--- src/rtl/sgsc_pkg.sv ---
// Package for the sexed genotype site counter: base and status codes,
// count cap, item and result layouts. No dependencies.
`default_nettype none

package sgsc_pkg;

    // Saturation bound of the genotype counts (never above what 9 bits hold)
    localparam int MAX_INDIVIDUALS = 256;
    localparam int COUNT_W         = 9;
    localparam logic [COUNT_W-1:0] COUNT_CAP =
        COUNT_W'((MAX_INDIVIDUALS < 511) ? MAX_INDIVIDUALS : 511);

    localparam int IN_DATA_W  = 24;
    localparam int OUT_DATA_W = 128;
    localparam int STATUS_W   = 3;

    localparam logic [7:0] CHAR_A       = 8'h41;
    localparam logic [7:0] CHAR_T       = 8'h54;
    localparam logic [7:0] CHAR_G       = 8'h47;
    localparam logic [7:0] CHAR_C       = 8'h43;
    localparam logic [7:0] CHAR_N_UPPER = 8'h4E;
    localparam logic [7:0] CHAR_N_LOWER = 8'h6E;

    typedef enum logic [2:0] {
        BASE_A   = 3'd0,
        BASE_T   = 3'd1,
        BASE_G   = 3'd2,
        BASE_C   = 3'd3,
        BASE_N   = 3'd4,
        BASE_BAD = 3'd5
    } t_base_code;

    typedef enum logic [STATUS_W-1:0] {
        ST_INVARIANT  = 3'd0,
        ST_BIALLELIC  = 3'd1,
        ST_ONE_SEX    = 3'd2,
        ST_THREE      = 3'd3,
        ST_FOUR       = 3'd4,
        ST_BAD_BYTE   = 3'd5
    } t_status;

    // One accepted individual
    typedef struct packed {
        logic [7:0] first_allele;
        logic [7:0] second_allele;
        logic       sex;
        logic       swap_order;
        logic       contig_start;
        logic       last_of_site;
    } t_item;

    // Result payload, last field in the lowest bits
    typedef struct packed {
        logic [5:0]         pad;
        logic [COUNT_W-1:0] male_hom_two;
        logic [COUNT_W-1:0] male_het;
        logic [COUNT_W-1:0] male_hom_one;
        logic [COUNT_W-1:0] female_hom_two;
        logic [COUNT_W-1:0] female_het;
        logic [COUNT_W-1:0] female_hom_one;
        logic [1:0]         allele_two;
        logic [1:0]         allele_one;
        logic [31:0]        segregating_sites;
        logic [31:0]        site_position;
    } t_out_data;

    function automatic t_base_code base_code(input logic [7:0] b);
        t_base_code c;
        unique case (b)
            CHAR_A:       c = BASE_A;
            CHAR_T:       c = BASE_T;
            CHAR_G:       c = BASE_G;
            CHAR_C:       c = BASE_C;
            CHAR_N_UPPER: c = BASE_N;
            CHAR_N_LOWER: c = BASE_N;
            default:      c = BASE_BAD;
        endcase
        return c;
    endfunction

    function automatic logic is_acgt(input t_base_code c);
        return (c != BASE_N) && (c != BASE_BAD);
    endfunction

    function automatic logic [COUNT_W-1:0] sat_count(input logic [COUNT_W-1:0] v);
        return (v < COUNT_CAP) ? v + COUNT_W'(1) : COUNT_CAP;
    endfunction

endpackage

`default_nettype wire

--- src/rtl/sexed_genotype_site_counter_core.sv ---
// Top level of the sexed genotype site counter: per-site genotype tally
// and site record. Depends on sgsc_pkg.
//
// Usage:
//   The slave channel takes one individual per item: tdata carries the two
//   raw allele bytes, sex and the swap bit, tuser carries the contig-start
//   flag and tlast marks the final individual of a site. The master channel
//   emits one record per closed site: tuser is the site status, tdata holds
//   position, segregating count, the two allele codes and six sexed
//   genotype counts.
//   Throughput is one item per cycle while no closing item waits for the
//   output register. Each item is captured in an input register and folded
//   into the site tallies from there; when its closing item advances, the
//   record of a site is written into an output register and shows on the
//   master channel from that register until the receiver takes it.
//   When the receiver stalls, the record holds in the output register. Items
//   that do not close a site keep flowing; a closing item waits in the input
//   register until the output register frees, and s_axis_tready drops only
//   then. Ready on the slave side is therefore combinational from
//   m_axis_tready.
//   A synchronous low reset empties both registers and clears all tallies,
//   the position and the segregating counter; no site is open afterwards.
//   Genotype counts saturate at the package cap, position and segregating
//   count at their full 32-bit range.
`default_nettype none

module sexed_genotype_site_counter_core (
    input  wire logic                            i_clk,
    input  wire logic                            i_rst_n,
    input  wire logic                            s_axis_tvalid,
    output logic                                 s_axis_tready,
    // first_allele[7:0], second_allele[15:8], sex[16], swap_order[17], zero fill
    input  wire logic [sgsc_pkg::IN_DATA_W-1:0]  s_axis_tdata,
    // contig_start[0]
    input  wire logic [0:0]                      s_axis_tuser,
    input  wire logic                            s_axis_tlast,
    output logic                                 m_axis_tvalid,
    input  wire logic                            m_axis_tready,
    // site_position[31:0], segregating_sites[63:32], allele_one[65:64],
    // allele_two[67:66], female_hom_one[76:68], female_het[85:77],
    // female_hom_two[94:86], male_hom_one[103:95], male_het[112:104],
    // male_hom_two[121:113], zero fill
    output logic [sgsc_pkg::OUT_DATA_W-1:0]      m_axis_tdata,
    // status[2:0]
    output logic [sgsc_pkg::STATUS_W-1:0]        m_axis_tuser
);
    import sgsc_pkg::*;

    // Input register
    logic  r_in_valid;
    t_item r_item;

    // Site tallies
    logic [3:0]         r_seen, n_seen;
    logic               r_bad, n_bad;
    logic [COUNT_W-1:0] r_hom [8];
    logic [COUNT_W-1:0] n_hom [8];
    logic [COUNT_W-1:0] r_het [2];
    logic [COUNT_W-1:0] n_het [2];
    logic               r_mid_site;
    logic [31:0]        r_pos, n_pos;
    logic [31:0]        r_seg, n_seg;

    // Output register
    logic      r_out_valid;
    t_out_data r_out_data, n_out_data;
    t_status   r_out_status, n_out_status;

    // Stage control
    logic out_free;
    logic advance;
    logic adv_last;

    // Per-item decode
    t_base_code c1, c2;
    logic       het_item;
    logic [2:0] nb;
    logic [1:0] lo_base, hi_base, x_base, y_base;
    logic [31:0] pos_base, seg_base;

    assign out_free      = !r_out_valid || m_axis_tready;
    // Items that close no site always move on; a closing item needs room
    assign advance       = r_in_valid && (!r_item.last_of_site || out_free);
    assign adv_last      = advance && r_item.last_of_site;
    assign s_axis_tready = !r_in_valid || advance;

    always_comb begin
        c1       = base_code(r_item.first_allele);
        c2       = base_code(r_item.second_allele);
        het_item = (r_item.first_allele != r_item.second_allele);

        n_bad  = r_bad || (c1 == BASE_BAD) || (c2 == BASE_BAD);
        n_seen = r_seen;
        if (is_acgt(c1)) begin
            n_seen[c1[1:0]] = 1'b1;
        end
        if (is_acgt(c2)) begin
            n_seen[c2[1:0]] = 1'b1;
        end

        for (int s = 0; s < 2; s++) begin
            n_het[s] = (het_item && (r_item.sex == 1'(s))) ? sat_count(r_het[s]) : r_het[s];
        end
        // Homozygous N matches no entry
        for (int k = 0; k < 8; k++) begin
            n_hom[k] = (!het_item && is_acgt(c1) && ({r_item.sex, c1[1:0]} == 3'(k)))
                       ? sat_count(r_hom[k]) : r_hom[k];
        end

        // Distinct bases in A, T, G, C order
        nb      = 3'($countones(n_seen));
        lo_base = 2'd0;
        hi_base = 2'd0;
        for (int i = 3; i >= 0; i--) begin
            if (n_seen[i]) begin
                lo_base = 2'(i);
            end
        end
        for (int i = 0; i < 4; i++) begin
            if (n_seen[i]) begin
                hi_base = 2'(i);
            end
        end
        x_base = r_item.swap_order ? hi_base : lo_base;
        y_base = r_item.swap_order ? lo_base : hi_base;

        // Contig start clears the counters only on a site's first item
        pos_base = (!r_mid_site && r_item.contig_start) ? 32'd0 : r_pos;
        seg_base = (!r_mid_site && r_item.contig_start) ? 32'd0 : r_seg;
        n_pos    = (pos_base == 32'hFFFF_FFFF) ? pos_base : pos_base + 32'd1;
        n_seg    = (!n_bad && (nb > 3'd1) && (seg_base != 32'hFFFF_FFFF))
                   ? seg_base + 32'd1 : seg_base;

        n_out_data                   = '0;
        n_out_data.site_position     = n_pos;
        n_out_data.segregating_sites = n_seg;
        n_out_status                 = ST_INVARIANT;
        if (n_bad) begin
            n_out_status = ST_BAD_BYTE;
        end else if (nb == 3'd2) begin
            n_out_data.allele_one     = x_base;
            n_out_data.allele_two     = y_base;
            n_out_data.female_hom_one = n_hom[{1'b0, x_base}];
            n_out_data.female_hom_two = n_hom[{1'b0, y_base}];
            n_out_data.female_het     = n_het[0];
            n_out_data.male_hom_one   = n_hom[{1'b1, x_base}];
            n_out_data.male_hom_two   = n_hom[{1'b1, y_base}];
            n_out_data.male_het       = n_het[1];
            // A sum of counts is zero exactly when every term is zero
            if (((n_out_data.female_hom_one | n_out_data.female_hom_two
                  | n_out_data.female_het) == '0) ||
                ((n_out_data.male_hom_one | n_out_data.male_hom_two
                  | n_out_data.male_het) == '0)) begin
                n_out_status = ST_ONE_SEX;
            end else begin
                n_out_status = ST_BIALLELIC;
            end
        end else if (nb == 3'd3) begin
            n_out_status = ST_THREE;
        end else if (nb == 3'd4) begin
            n_out_status = ST_FOUR;
        end
    end

    // Control and tally state
    always_ff @(posedge i_clk) begin
        if (!i_rst_n) begin
            r_in_valid  <= 1'b0;
            r_out_valid <= 1'b0;
            r_mid_site  <= 1'b0;
            r_seen      <= '0;
            r_bad       <= 1'b0;
            r_pos       <= '0;
            r_seg       <= '0;
            for (int k = 0; k < 8; k++) begin
                r_hom[k] <= '0;
            end
            for (int s = 0; s < 2; s++) begin
                r_het[s] <= '0;
            end
        end else begin
            if (s_axis_tready) begin
                r_in_valid <= s_axis_tvalid;
            end
            if (adv_last) begin
                r_out_valid <= 1'b1;
            end else if (m_axis_tready) begin
                r_out_valid <= 1'b0;
            end
            if (advance) begin
                if (r_item.last_of_site) begin
                    // Close the site: drop the tallies
                    r_mid_site <= 1'b0;
                    r_seen     <= '0;
                    r_bad      <= 1'b0;
                    r_pos      <= n_pos;
                    r_seg      <= n_seg;
                    for (int k = 0; k < 8; k++) begin
                        r_hom[k] <= '0;
                    end
                    for (int s = 0; s < 2; s++) begin
                        r_het[s] <= '0;
                    end
                end else begin
                    r_mid_site <= 1'b1;
                    r_seen     <= n_seen;
                    r_bad      <= n_bad;
                    r_pos      <= pos_base;
                    r_seg      <= seg_base;
                    r_hom      <= n_hom;
                    r_het      <= n_het;
                end
            end
        end
    end

    // Payload registers
    always_ff @(posedge i_clk) begin
        if (s_axis_tready && s_axis_tvalid) begin
            r_item.first_allele  <= s_axis_tdata[7:0];
            r_item.second_allele <= s_axis_tdata[15:8];
            r_item.sex           <= s_axis_tdata[16];
            r_item.swap_order    <= s_axis_tdata[17];
            r_item.contig_start  <= s_axis_tuser[0];
            r_item.last_of_site  <= s_axis_tlast;
        end
        if (adv_last) begin
            r_out_data   <= n_out_data;
            r_out_status <= n_out_status;
        end
    end

    assign m_axis_tvalid = r_out_valid;
    assign m_axis_tdata  = r_out_data;
    assign m_axis_tuser  = r_out_status;

endmodule

`default_nettype wire

--- config.mk ---
export PLATFORM = sky130hd
export DESIGN_NAME = sexed_genotype_site_counter_core
export DESIGN_NICKNAME = d
export VERILOG_FILES = /design/src/rtl/sgsc_pkg.sv /design/src/rtl/sexed_genotype_site_counter_core.sv
export SDC_FILE = /design/constraint.sdc
export NUM_CORES = 1
export LEC_CHECK = 0
export BUFFER_PORTS_ARGS = -buffer_cell sky130_fd_sc_hd__buf_2
export CAP_MARGIN = 5
export CORE_MARGIN = 3
export CORE_UTILIZATION = 62
export CTS_BUF_LIST = sky130_fd_sc_hd__clkbuf_8
export CTS_CLUSTER_DIAMETER = 40
export DETAILED_ROUTE_END_ITERATION = 10
export PLACE_DENSITY = 0.83
export SYNTH_ARGS = -nofsm -noshare
export SYNTH_HDL_FRONTEND = slang
export SYNTH_SLANG_ARGS = --single-unit
--- constraint.sdc ---
create_clock -name i_clk -period 5 [get_ports i_clk]
set_input_delay 0.75 -clock i_clk [delete_from_list [all_inputs] [get_ports i_clk]]
set_output_delay 0.75 -clock i_clk [all_outputs]
set_load 0.005 [all_outputs]
-- Word-level counts from Yosys, hierarchy flattened
Index checks and enable logic that the tools add are counted.
- output and inout port bits: 133
- bits in registers: 307
- word-level logic and storage cells: 217
- input port bits: 30
- mux-type cells: 66
- reduce and logical (&&, ||, !) cells: 40
- add/subtract/negate cells: 15
- $lt $le $gt $ge: 19
- eq/ne operators: 31
- bitwise logic cells: 12
- operators by type and width (kind ; count):
    two-way mux 9 bit ; 28
    two-way mux 32 bit ; 6
    binary-select mux 9 bit (select 3 bit) ; 4
    equality test 8 x 7 -> 1 bit, second input constant ; 12
    adder 9 x 1 -> 9 bit, second input constant ; 10
    less-than comparator 9 bit, second input constant ; 10
    two-way mux 72 bit ; 1
    adder 32 x 1 -> 32 bit, second input constant ; 2
    bitwise OR 9 bit ; 4
    equality test 32 bit, second input constant ; 1
    inequality test 32 bit, second input constant ; 1
    case mux 3 bit (5 select lines) ; 2
    equality test 3 bit, second input constant ; 7
    logical AND 1 bit ; 21
    zero test 9 bit ; 2
    two-way mux 18 bit ; 1
    two-way mux 2 bit ; 9
    >= comparator 4 bit, second input constant ; 4
    equality test 3 x 2 -> 1 bit, second input constant ; 4
    two-way mux 4 bit ; 3
    inequality test 3 bit, second input constant ; 4
    two-way mux 3 bit ; 3
    inequality test 8 bit ; 1
    inverter 2 -> 4 bit ; 2
    other kinds (16) ; 41

-- Depth between registers and ports, before layout
Gate-level depths: netlist of the first run.
- word-level depth: 26
- mapped depth: 19

-- Least setup slack after synthesis of the first run
OpenSTA, ideal clock, no wires.
- path kind: register to register
- from: register r_item[15] in the netlist's numbering
- to: register r_out_data, in the netlist m_axis_tdata[61], data pin
- arrival: 4012 ps
- path slack: 722 ps
- required time: 4734 ps
- cell stages (with the launch flop): 19
- path buffers: 2
- period minus slack after synthesis: 4278 ps
- path through: edfxtp_1 -> or4b_1 -> nor3_1 -> or3_1 -> buf_4 -> inv_1 -> fa_1 -> inv_1 -> ha_1 -> inv_1 -> ha_1 -> a211oi_4 -> and3b_1 -> buf_4 -> and3b_4 -> nor3b_4 -> and3_2 -> xnor2_1 -> nor2_1
- RTL lines (item ; line ; text):
    from (decl) ; sexed_genotype_site_counter_core.sv:51 ; t_item r_item;
    to (signal assigned) ; sexed_genotype_site_counter_core.sv:228 ; r_out_data <= n_out_data;
    to (decl) ; sexed_genotype_site_counter_core.sv:66 ; t_out_data r_out_data, n_out_data;

-- Final worst setup path of the first run
- from: register r_item[15] in the netlist's numbering
- to: register r_out_status[0], in the netlist m_axis_tuser[0], data pin
- cells in the longest elaborated chain, start to end: 26
- RTL lines (item ; line ; text):
    equality test 8 x 7 -> 1 bit ; sgsc_pkg.sv:69 ; unique case (b)
    OR reduction 2 bit (no source line) ; - ;
    case mux 3 bit (5 select lines) ; sgsc_pkg.sv:69 ;
    less-than comparator 2 x 3 -> 1 bit (implied by the code) or >= comparator 2 x 1 -> 1 bit (tied branches) ; sexed_genotype_site_counter_core.sv:95 ; n_seen[c1[1:0]] = 1'b1;
    logical AND 1 bit (implied by the code) ; sexed_genotype_site_counter_core.sv:95 ;
    two-way mux 1 bit (implied by the code) ; sexed_genotype_site_counter_core.sv:95 ;
    demux 1 bit (select 2 bit) ; sexed_genotype_site_counter_core.sv:95 ;
    bitwise OR 4 bit (no source line) ; - ;
    (+9 left out) ; - ;
    binary-select mux 9 bit (select 3 bit) (on tied branches) ; - ;
    two-way mux 9 bit (on tied branches) (2 in series) ; - ;
    bitwise OR 9 bit (on tied branches) ; sexed_genotype_site_counter_core.sv:150, sexed_genotype_site_counter_core.sv:152 ;
    bitwise OR 9 bit (on tied branches) ; sexed_genotype_site_counter_core.sv:151, sexed_genotype_site_counter_core.sv:153 ;
    zero test 9 bit (on tied branches) ; sexed_genotype_site_counter_core.sv:150, sexed_genotype_site_counter_core.sv:152 ;
    logical OR 1 bit ; sexed_genotype_site_counter_core.sv:151 ; | n_out_data.female_het) == '0) ||
    two-way mux 2 bit ; sexed_genotype_site_counter_core.sv:150 ; if (((n_out_data.female_hom_one | n_out_data.female_hom_two
    two-way mux 3 bit ; sexed_genotype_site_counter_core.sv:140 ; end else if (nb == 3'd2) begin
    to (signal assigned) ; sexed_genotype_site_counter_core.sv:229 ; r_out_status <= n_out_status;
    to (decl) ; sexed_genotype_site_counter_core.sv:67 ; t_status r_out_status, n_out_status;
Parallel ways exist; a longest one is shown, timed or not. The select of a mux whose other input is x is not followed.
A chain may end at the register's enable or synchronous reset.

==> run summary, run 1 <==
The highest fanout seen on the critical path came out at 23. VDD sags by at most between 200 and 250 µV. Clock-pin slew was measured on the worst setup and hold paths at 0.06 ns.

Summing over every cut layer, the via total after detailed routing is 14262. The sum of net half-perimeters after detailed placement came out at 28230 µm. Leaving out fill and tap cells, the most frequent cells in the layout are 178 x sky130_fd_sc_hd__nand2_1, 164 x sky130_fd_sc_hd__nor2_1, 162 x sky130_fd_sc_hd__dfxtp_1. The first-pass GRT wire length came out at 65650 µm. Sequential elements use 45.76% of the synthesized area. The number of buffers between clock root and the deepest sink is 3. The area of the die came out at 28770 µm². Measured against its own limit, the worst slew margin works out to 31.23%. The internal power consumption is approximately 3.7 mW.

The net switching share of the total power came out at between 20% and 30%. Synthesis inferred roughly 310 register bits. The count of flip-flops with a built-in enable after synthesis came out at 145.

The H-tree generated during clock tree synthesis spans 2 levels. The count of standard-cell rows came out at 59. The initial antenna violation count is 1.

The number of max-capacitance violations reported is 0. After global routing the overflow that remains totals 0. The first-pass iteration count of the detailed router came out at 6. The final worst clock skew is 0.02450 ns. The run finished with clean final reports. The number of placed cells counting well taps came out at 2212. The power per cell area came out at 265.9 nW/µm².

STA classifies the critical path startpoint as a flop. The count of boundary I/O pins is between 150 and 200. The gate count of the mapped netlist is approximately 1800. Based on the critical path, the design can be clocked at up to 0.2188 GHz. Setup violations remaining at the end of the flow were counted as 0.

In this run the clock root is driven by a sky130_fd_sc_hd__clkbuf_8. The number of hold-slack violations in the final timing report came out at 0. The number of design-rule violations left by the first detailed-router iteration came out at 1552. The layout-stage area growth over the synthesis result is 12.01%. The count of input and output buffers came out at 150. The arrival time reported for the critical path endpoint came out at 4.89 ns. Setup repair after global routing left no endpoint under its margin. The fraction of final layout cells sized beyond drive strength 1 came out at around 15%. Among all flip-flop cells after synthesis, the most frequent one is sky130_fd_sc_hd__dfxtp_1. In this run the static leakage power is 6.933 nW.

The slowest stage of the critical path is the sky130_fd_sc_hd__or4b_1 cell. The minimum period implied by the final worst setup slack came out at 4.571 ns. Leaving out filler cells and counting taps, the final layout contains ~2300. Traced cell by cell, the critical path runs through or4b_1 > nor3_1 > or3_1 > or2_2 > and2_1 > buf_4 > mux2_2 > mux2i_1 > nand4_1 > nor4b_1 > a22oi_1 > o21ai_0 > nand2b_1. The analysis attributes to net switching a power of 1.195 mW. The number of routed nets with antenna violations is 0. The total number of clock tree sinks came out at 307. The final max-slew violation count is 0.

The pin count of the biggest net entering global routing came out at 79. After synthesis the cells add up to 16600 µm². TritonCTS built the clock tree. Global routing used 27.62% of the available tracks across all layers.

The synthesized netlist contains 84 unique library cells. The fill cell instance count of the final layout is just under 2000. The die width is 169.6 µm. Combinational logic burns 4.6% of the power. The post-layout total power is 4.945 mW.

The post-synthesis async set-or-reset flop share came out at 0%. The count of warnings emitted by yosys came out at 0. Leaving out fill and tap cells, the most frequent cell in the layout is sky130_fd_sc_hd__nand2_1. The slew of the pin with the lowest slew margin came out at 1.028 ns. The clock reaches the later pin of the worst-skew pair after roughly 0.58 ns. The area of the multi-input gates is ~8500 µm².

The routability-driven placement congestion ratio is 0.9492. The register area came out at 7597 µm². The number of nets in the final layout is 1976. The clock share of power came out at 41.4%. STA puts the critical path data required time at 5.32 ns.

STA classifies the critical path endpoint as a flop. Setup slack on the worst reg-to-reg path comes out at 0.43 ns. The initial utilization of the core area, before any placement, comes to 63.35%.

The part of the cycle the worst path needs came out at about nine tenths. The via count of the first global-routing pass is 13087. The total clock buffers created by CTS came out at 51.

The core area is roughly 26000 µm². In the routed layout, each cell is associated on average with a via count of 6.177. The delay of the slowest cell on the worst path is 0.65 ns. The setup TNS is 0 ns. The tightest min-delay check is of the input pin to flop type. The routed design has 41520 µm of wire. For this run, design rule violations remaining after detail routing come to 0. The register share of total power is 53.9%. The height of the die came out at 169.6 µm. After detailed routing, the average wire length per cell comes to 17.98 µm. A synthesized cell averages 9.202 µm². The start-to-end type of the worst setup path is flop to flop.
-- layer usage --
| layer | GRT usage (%) | part of all wire, % | vias to the layer above |
|---|---|---|---|
| li1 | - | - | 6824 |
| met1 | 36.76 | 42 | 6770 |
| met2 | 46.26 | 48 | 561 |
| met3 | 3.843 | 6.4 | 107 |
| met4 | 10.28 | 3.2 | 0 |
| met5 | 0 | 0 | - |
-- critical path, delay by kind of cell (launching register included) --
family          cells  cell delay (ns)
buf+inv             1             0.35
mux                 2             0.65
flops               1             0.44
compound gates      2             0.48
simple gates        8             2.38
-- synthesized netlist by cell type, drive strengths merged, types with 21 or more instances --
cell,n,area (µm²)
a21oi,75,375.4
a22o,21,183.9
a22oi,67,503.0
and2,63,394.1
and3,50,314.1
buf,30,171.4
clkbuf,90,339.1
dfxtp,162,3243
edfxtp,145,4354
mux2i,64,640.6
nand2,181,679.4
nand3,66,330.3
nand4,33,206.5
nor2,167,626.9
nor2b,77,481.7
nor3,28,145.1
nor3b,25,198.9
o21ai,126,630.6
xnor2,31,271.5
xor2,39,341.6
-- flip-flops by register name (all words and copies together) (netlist names) --
| register | count |
|---|---|
| r_seen | 4 |
| r_pos | 32 |
| r_mid_site | 1 |
| r_hom | 72 |
| r_item | 20 |
| r_in_valid | 1 |
| m_axis_tuser | 3 |
| r_het | 18 |
| m_axis_tvalid | 1 |
| r_bad | 1 |
| r_seg | 32 |
| m_axis_tdata | 122 |
-- area by class of cell --
type                       count  area share [%]
antenna                        1         0.01346
clock buffer                  56           4.145
clock inverter                40          0.9892
inverter                      20          0.4037
multi-input combinational   1362           45.63
sequential                   307           40.86
tap                          335           2.254
timing repair buffer         188           5.706
-- power groups by stage --
stage / sequential, mW / clock, mW / combinational [mW]
2_1_floorplan: 2.72 / 0 / 0.146
3_3_place_gp: 2.72 / 0 / 0.220
3_5_place_dp: 2.72 / 0 / 0.224
4_1_cts: 2.67 / 2.07 / 0.225
5_1_grt: 2.67 / 2.20 / 0.245
6_report: 2.67 / 2.05 / 0.228
-- path summary, 6_finish.rpt --
path / to / from / cells after the start
setup reg to reg: m_axis_tuser[0] / r_item[15] / 13
setup / recovery: m_axis_tuser[0] / r_item[15] / 13
hold / removal: r_item[14] / s_axis_tdata[2] / 1
hold reg to reg: r_pos[31] / r_pos[31] / 1
-- per-stage QoR --
step,instance area [µm²],util [%],setup slack (ns),hold WS [ns]
final,18590,70.95,0.4289,0.3528
after global routing,18590,70.95,0.1401,0.3181
after CTS,18590,70.92,0.2236,0.3279
after detailed placement,17630,67.28,0.2653,0.4781
after global placement,17630,67.28,0.4268,0.4651
after floorplan,16620,-,0.7218,0.4493
-- repair_timing --
item                       in CTS  in global routing
resized for setup               0                  1
hold endpoints to repair        0                  0
hold buffers                    0                  0
setup endpoints to repair       0                  4
setup buffers                   0                  0
-- cell families (layout without fill, tap and decap cells) --
| kind of cell | count (synthesis) | count (layout) | share of synthesized area [%] |
|---|---|---|---|
| flops | 307 | 307 | 45.76 |
| mux | 79 | 79 | 5.148 |
| simple gates | 788 | 788 | 24.93 |
| xor+xnor | 70 | 70 | 3.693 |
| other cells | 1 | 7 | 0.02259 |
| compound gates | 403 | 403 | 15.66 |
| buf+inv | 140 | 304 | 3.527 |
| fa+ha+maj | 16 | 16 | 1.251 |
No activity file was read; power rests on OpenSTA's default activity.
==> run 2: changes to the inputs <==
PLACE_DENSITY = 0.94   (was 0.83)
clock period = 4.9 ns   (was 5 ns; I/O delays follow)
==> run 2 against run 1 <==
Net effect:
- clock skew decreased by 0.0064 ns
- final cell count unchanged
- maximum frequency decreased by 2.2%
- flip-flop and latch count unchanged
- sequential share of layout area decreased by 0.18 points
- design area increased by 0.45%
- hold slack got worse by 0.026 ns
- critical path depth decreased by 1
- core utilization increased by 0.32 points
==> run summary, run 2 (synthesis gave the netlist of run 1 again) <==
The number of H-tree levels is 2 (unchanged). The standby leakage power was 6.938 nW (was 6.933 nW). The kind of launch point of the worst setup path is a flop (unchanged).

The count of standard-cell rows is 59 (unchanged). The most common cell after layout, fill and taps aside was sky130_fd_sc_hd__nand2_1 (unchanged). The type of the worst min-delay path is input pin to flop (unchanged). The start-to-end type of the worst setup path is flop to flop (unchanged).

The least setup slack across all paths after layout came out at 0.2249 ns (was 0.4289 ns). The number of buffers between clock root and the deepest sink came out at 3 (unchanged). The number of hold-slack violations in the final timing report came out at 0 (unchanged). The number of routed nets with antenna violations is 0 (unchanged).

The overflow left after global routing came to 0 (unchanged). The delay of the slowest cell on the worst path came out at 0.67 ns (was 0.65 ns). The number of max-capacitance violations reported was 0 (unchanged).

The clock latency of the later-clocked register in the worst-skew pair is 0.58 ns (about the same). The count of boundary I/O pins is 163 (unchanged). The remaining design rule violation count came out at 0 (unchanged).

The effective utilization at floorplan came to 63.35% (unchanged). The final max-slew violation count came to 0 (unchanged). The tightest slew margin relative to the limit is 27.55% (was 31.23%). The final worst clock skew is 0.01811 ns (was 0.02450 ns). The slew of the pin with the lowest slew margin is 1.083 ns (was 1.028 ns). The clock transition at the register clock pins on the worst setup and hold paths after CTS came to 0.07 ns (was 0.06 ns). The count of hold buffers inserted by post-cts repair is 0 (unchanged). The maximum operating frequency is 0.2139 GHz (was 0.2188 GHz).

The global-route usage over all layers was 29.33% (was 27.62%). The part of the cycle the worst path needs was 95.41% (was 91.42%). The flip-flop count of the largest register after layout came out at 122 (unchanged). The count of input and output buffers came out at 150 (unchanged). The TritonCTS clock tree is done (unchanged).

The arrival time reported for the critical path endpoint is 5.00 ns (was 4.89 ns). The fraction of final layout cells sized beyond drive strength 1 came out at 15.91% (was 15.46%). The final setup violation count is 0 (unchanged). The routed via count divided by cell count came out at 6.353 (was 6.177). The total number of clock tree sinks is 307 (unchanged). The sum of net half-perimeters after detailed placement is 29290 µm (was 28230 µm). The highest fanout seen on the critical path was 7 (was 23). The post-layout total power was 5.166 mW (was 4.945 mW). The first-pass GRT wire length is 69380 µm (was 65650 µm).

The post-layout utilization of the core was 71.27% (was 70.95%). The number of standard cells in the final layout excluding fillers is 2309 (unchanged). The post-placement worst setup slack is 0.2010 ns (was 0.2653 ns). The die width came out at 169.6 µm (unchanged). The total number of vias came out at 14669 (was 14262). CP cell instances: or4b_1 > nor3_1 > or3_1 > or2_2 > and2_1 > mux2_2 > mux2i_1 > nand4_1 > nor4b_1 > a22oi_1 > o21ai_0 > nand2b_1 (was or4b_1 > nor3_1 > or3_1 > or2_2 > and2_1 > buf_4 > mux2_2 > mux2i_1 > nand4_1 > nor4b_1 > a22oi_1 > o21ai_0 > nand2b_1). The total clock buffers created by CTS is 49 (was 51). The core area is 26210 µm² (unchanged). The final routed wire length divided by cell count came out at 18.84 µm (was 17.98 µm).

Most used cells in the layout excluding fill and tap cells: 178 x sky130_fd_sc_hd__nand2_1, 164 x sky130_fd_sc_hd__nor2_1, 162 x sky130_fd_sc_hd__dfxtp_1 (unchanged). The aggregate routed wire length is 43490 µm (was 41520 µm). The area of the die is 28770 µm² (unchanged).

Status: complete, no violations (unchanged). Setup repair after global routing missed its margin: false (unchanged). The buffer cell driving the clock tree root is sky130_fd_sc_hd__clkbuf_8 (unchanged). The placed standard-cell area came out at 17660 µm² (was 17630 µm²). The number of nets in the final layout is 1978 (was 1976).

The setup TNS was 0 ns (unchanged). The peak supply drop was 273.9 µV (was 215.9 µV). The critical path capture point type is a flop (unchanged). The height of the die is 169.6 µm (unchanged). The post-route cell area came out at 18680 µm² (was 18590 µm²). The first-pass iteration count of the detailed router was 5 (was 6).

The initial antenna violation count came out at 2 (was 1). The power per cell area came to 276.6 nW/µm² (was 265.9 nW/µm²). The minimum period implied by the final worst setup slack is 4.675 ns (was 4.571 ns).

The routability-driven placement congestion ratio is 0.9228 (was 0.9492). The library cell contributing the largest single delay on the critical path is sky130_fd_sc_hd__or4b_1 (unchanged). The number of placed cells counting well taps came to 2216 (was 2212).

The data required time at the worst endpoint is 5.23 ns (was 5.32 ns). The family with the most delay on the worst path is simple AND/OR/NAND/NOR gates (unchanged). The pin count of the biggest net entering global routing is 121 (was 79). The final hold slack came out at 0.3272 ns (was 0.3528 ns). The count of buffer and inverter cells on the critical path is 0 (was 1). The layout-stage area growth over the synthesis result was 12.51% (was 12.01%). The via count of the first global-routing pass is 13800 (was 13087). The number of design-rule violations left by the first detailed-router iteration was 1832 (was 1552).
## run 2: changes by cell type in the layout (fill, tap and decap cells not counted), sizes merged
cell and delta:
inv -7, buf +4, bufinv +2, clkinv +1
## run 2: final timing paths
check | from | endpoint | slack, ns | depth (start not counted)
setup / recovery | r_item[15] | m_axis_tuser[0] | 0.22 | 12
hold / removal | s_axis_tuser | r_item[1] | 0.33 | 1
setup reg to reg | r_item[15] | m_axis_tuser[0] | 0.22 | 12
hold reg to reg | r_seg[29] | r_seg[29] | 0.52 | 2
## run 2: layer usage
| metal | vias to the layer above | GRT usage [%] | part of all wire [%] |
|---|---|---|---|
| li1 | 6832 | - | - |
| met1 | 6883 | 37.16 | 39 |
| met2 | 771 | 48.31 | 47 |
| met3 | 183 | 5.125 | 8.2 |
| met4 | 0 | 15.40 | 5.3 |
| met5 | - | 0 | 0 |
## run 2: power breakdown
group / internal, mW / total [mW] / leakage, nW / switching [mW]
Combinational: 0.0658 / 0.236 / 3.58 / 0.171
Clock: 1.17 / 2.21 / 0.558 / 1.04
Sequential: 2.70 / 2.72 / 2.80 / 0.0209
## run 2: cell type report
class / count / area [µm²]
Tap cell: 335 / 419.2
Clock buffer: 56 / 770.7
Multi-Input combinational cell: 1362 / 8492
Timing Repair Buffer: 192 / 1091
Antenna cell: 1 / 2.502
Inverter: 20 / 75.07
Clock inverter: 36 / 230.2
Sequential cell: 307 / 7597
Fill cell: 1837 / 7528
## run 2: repair_timing
action | CTS | global route
setup buffers | 0 | 0
resized for setup | 0 | 5
endpoints found under the setup margin | 0 | 11
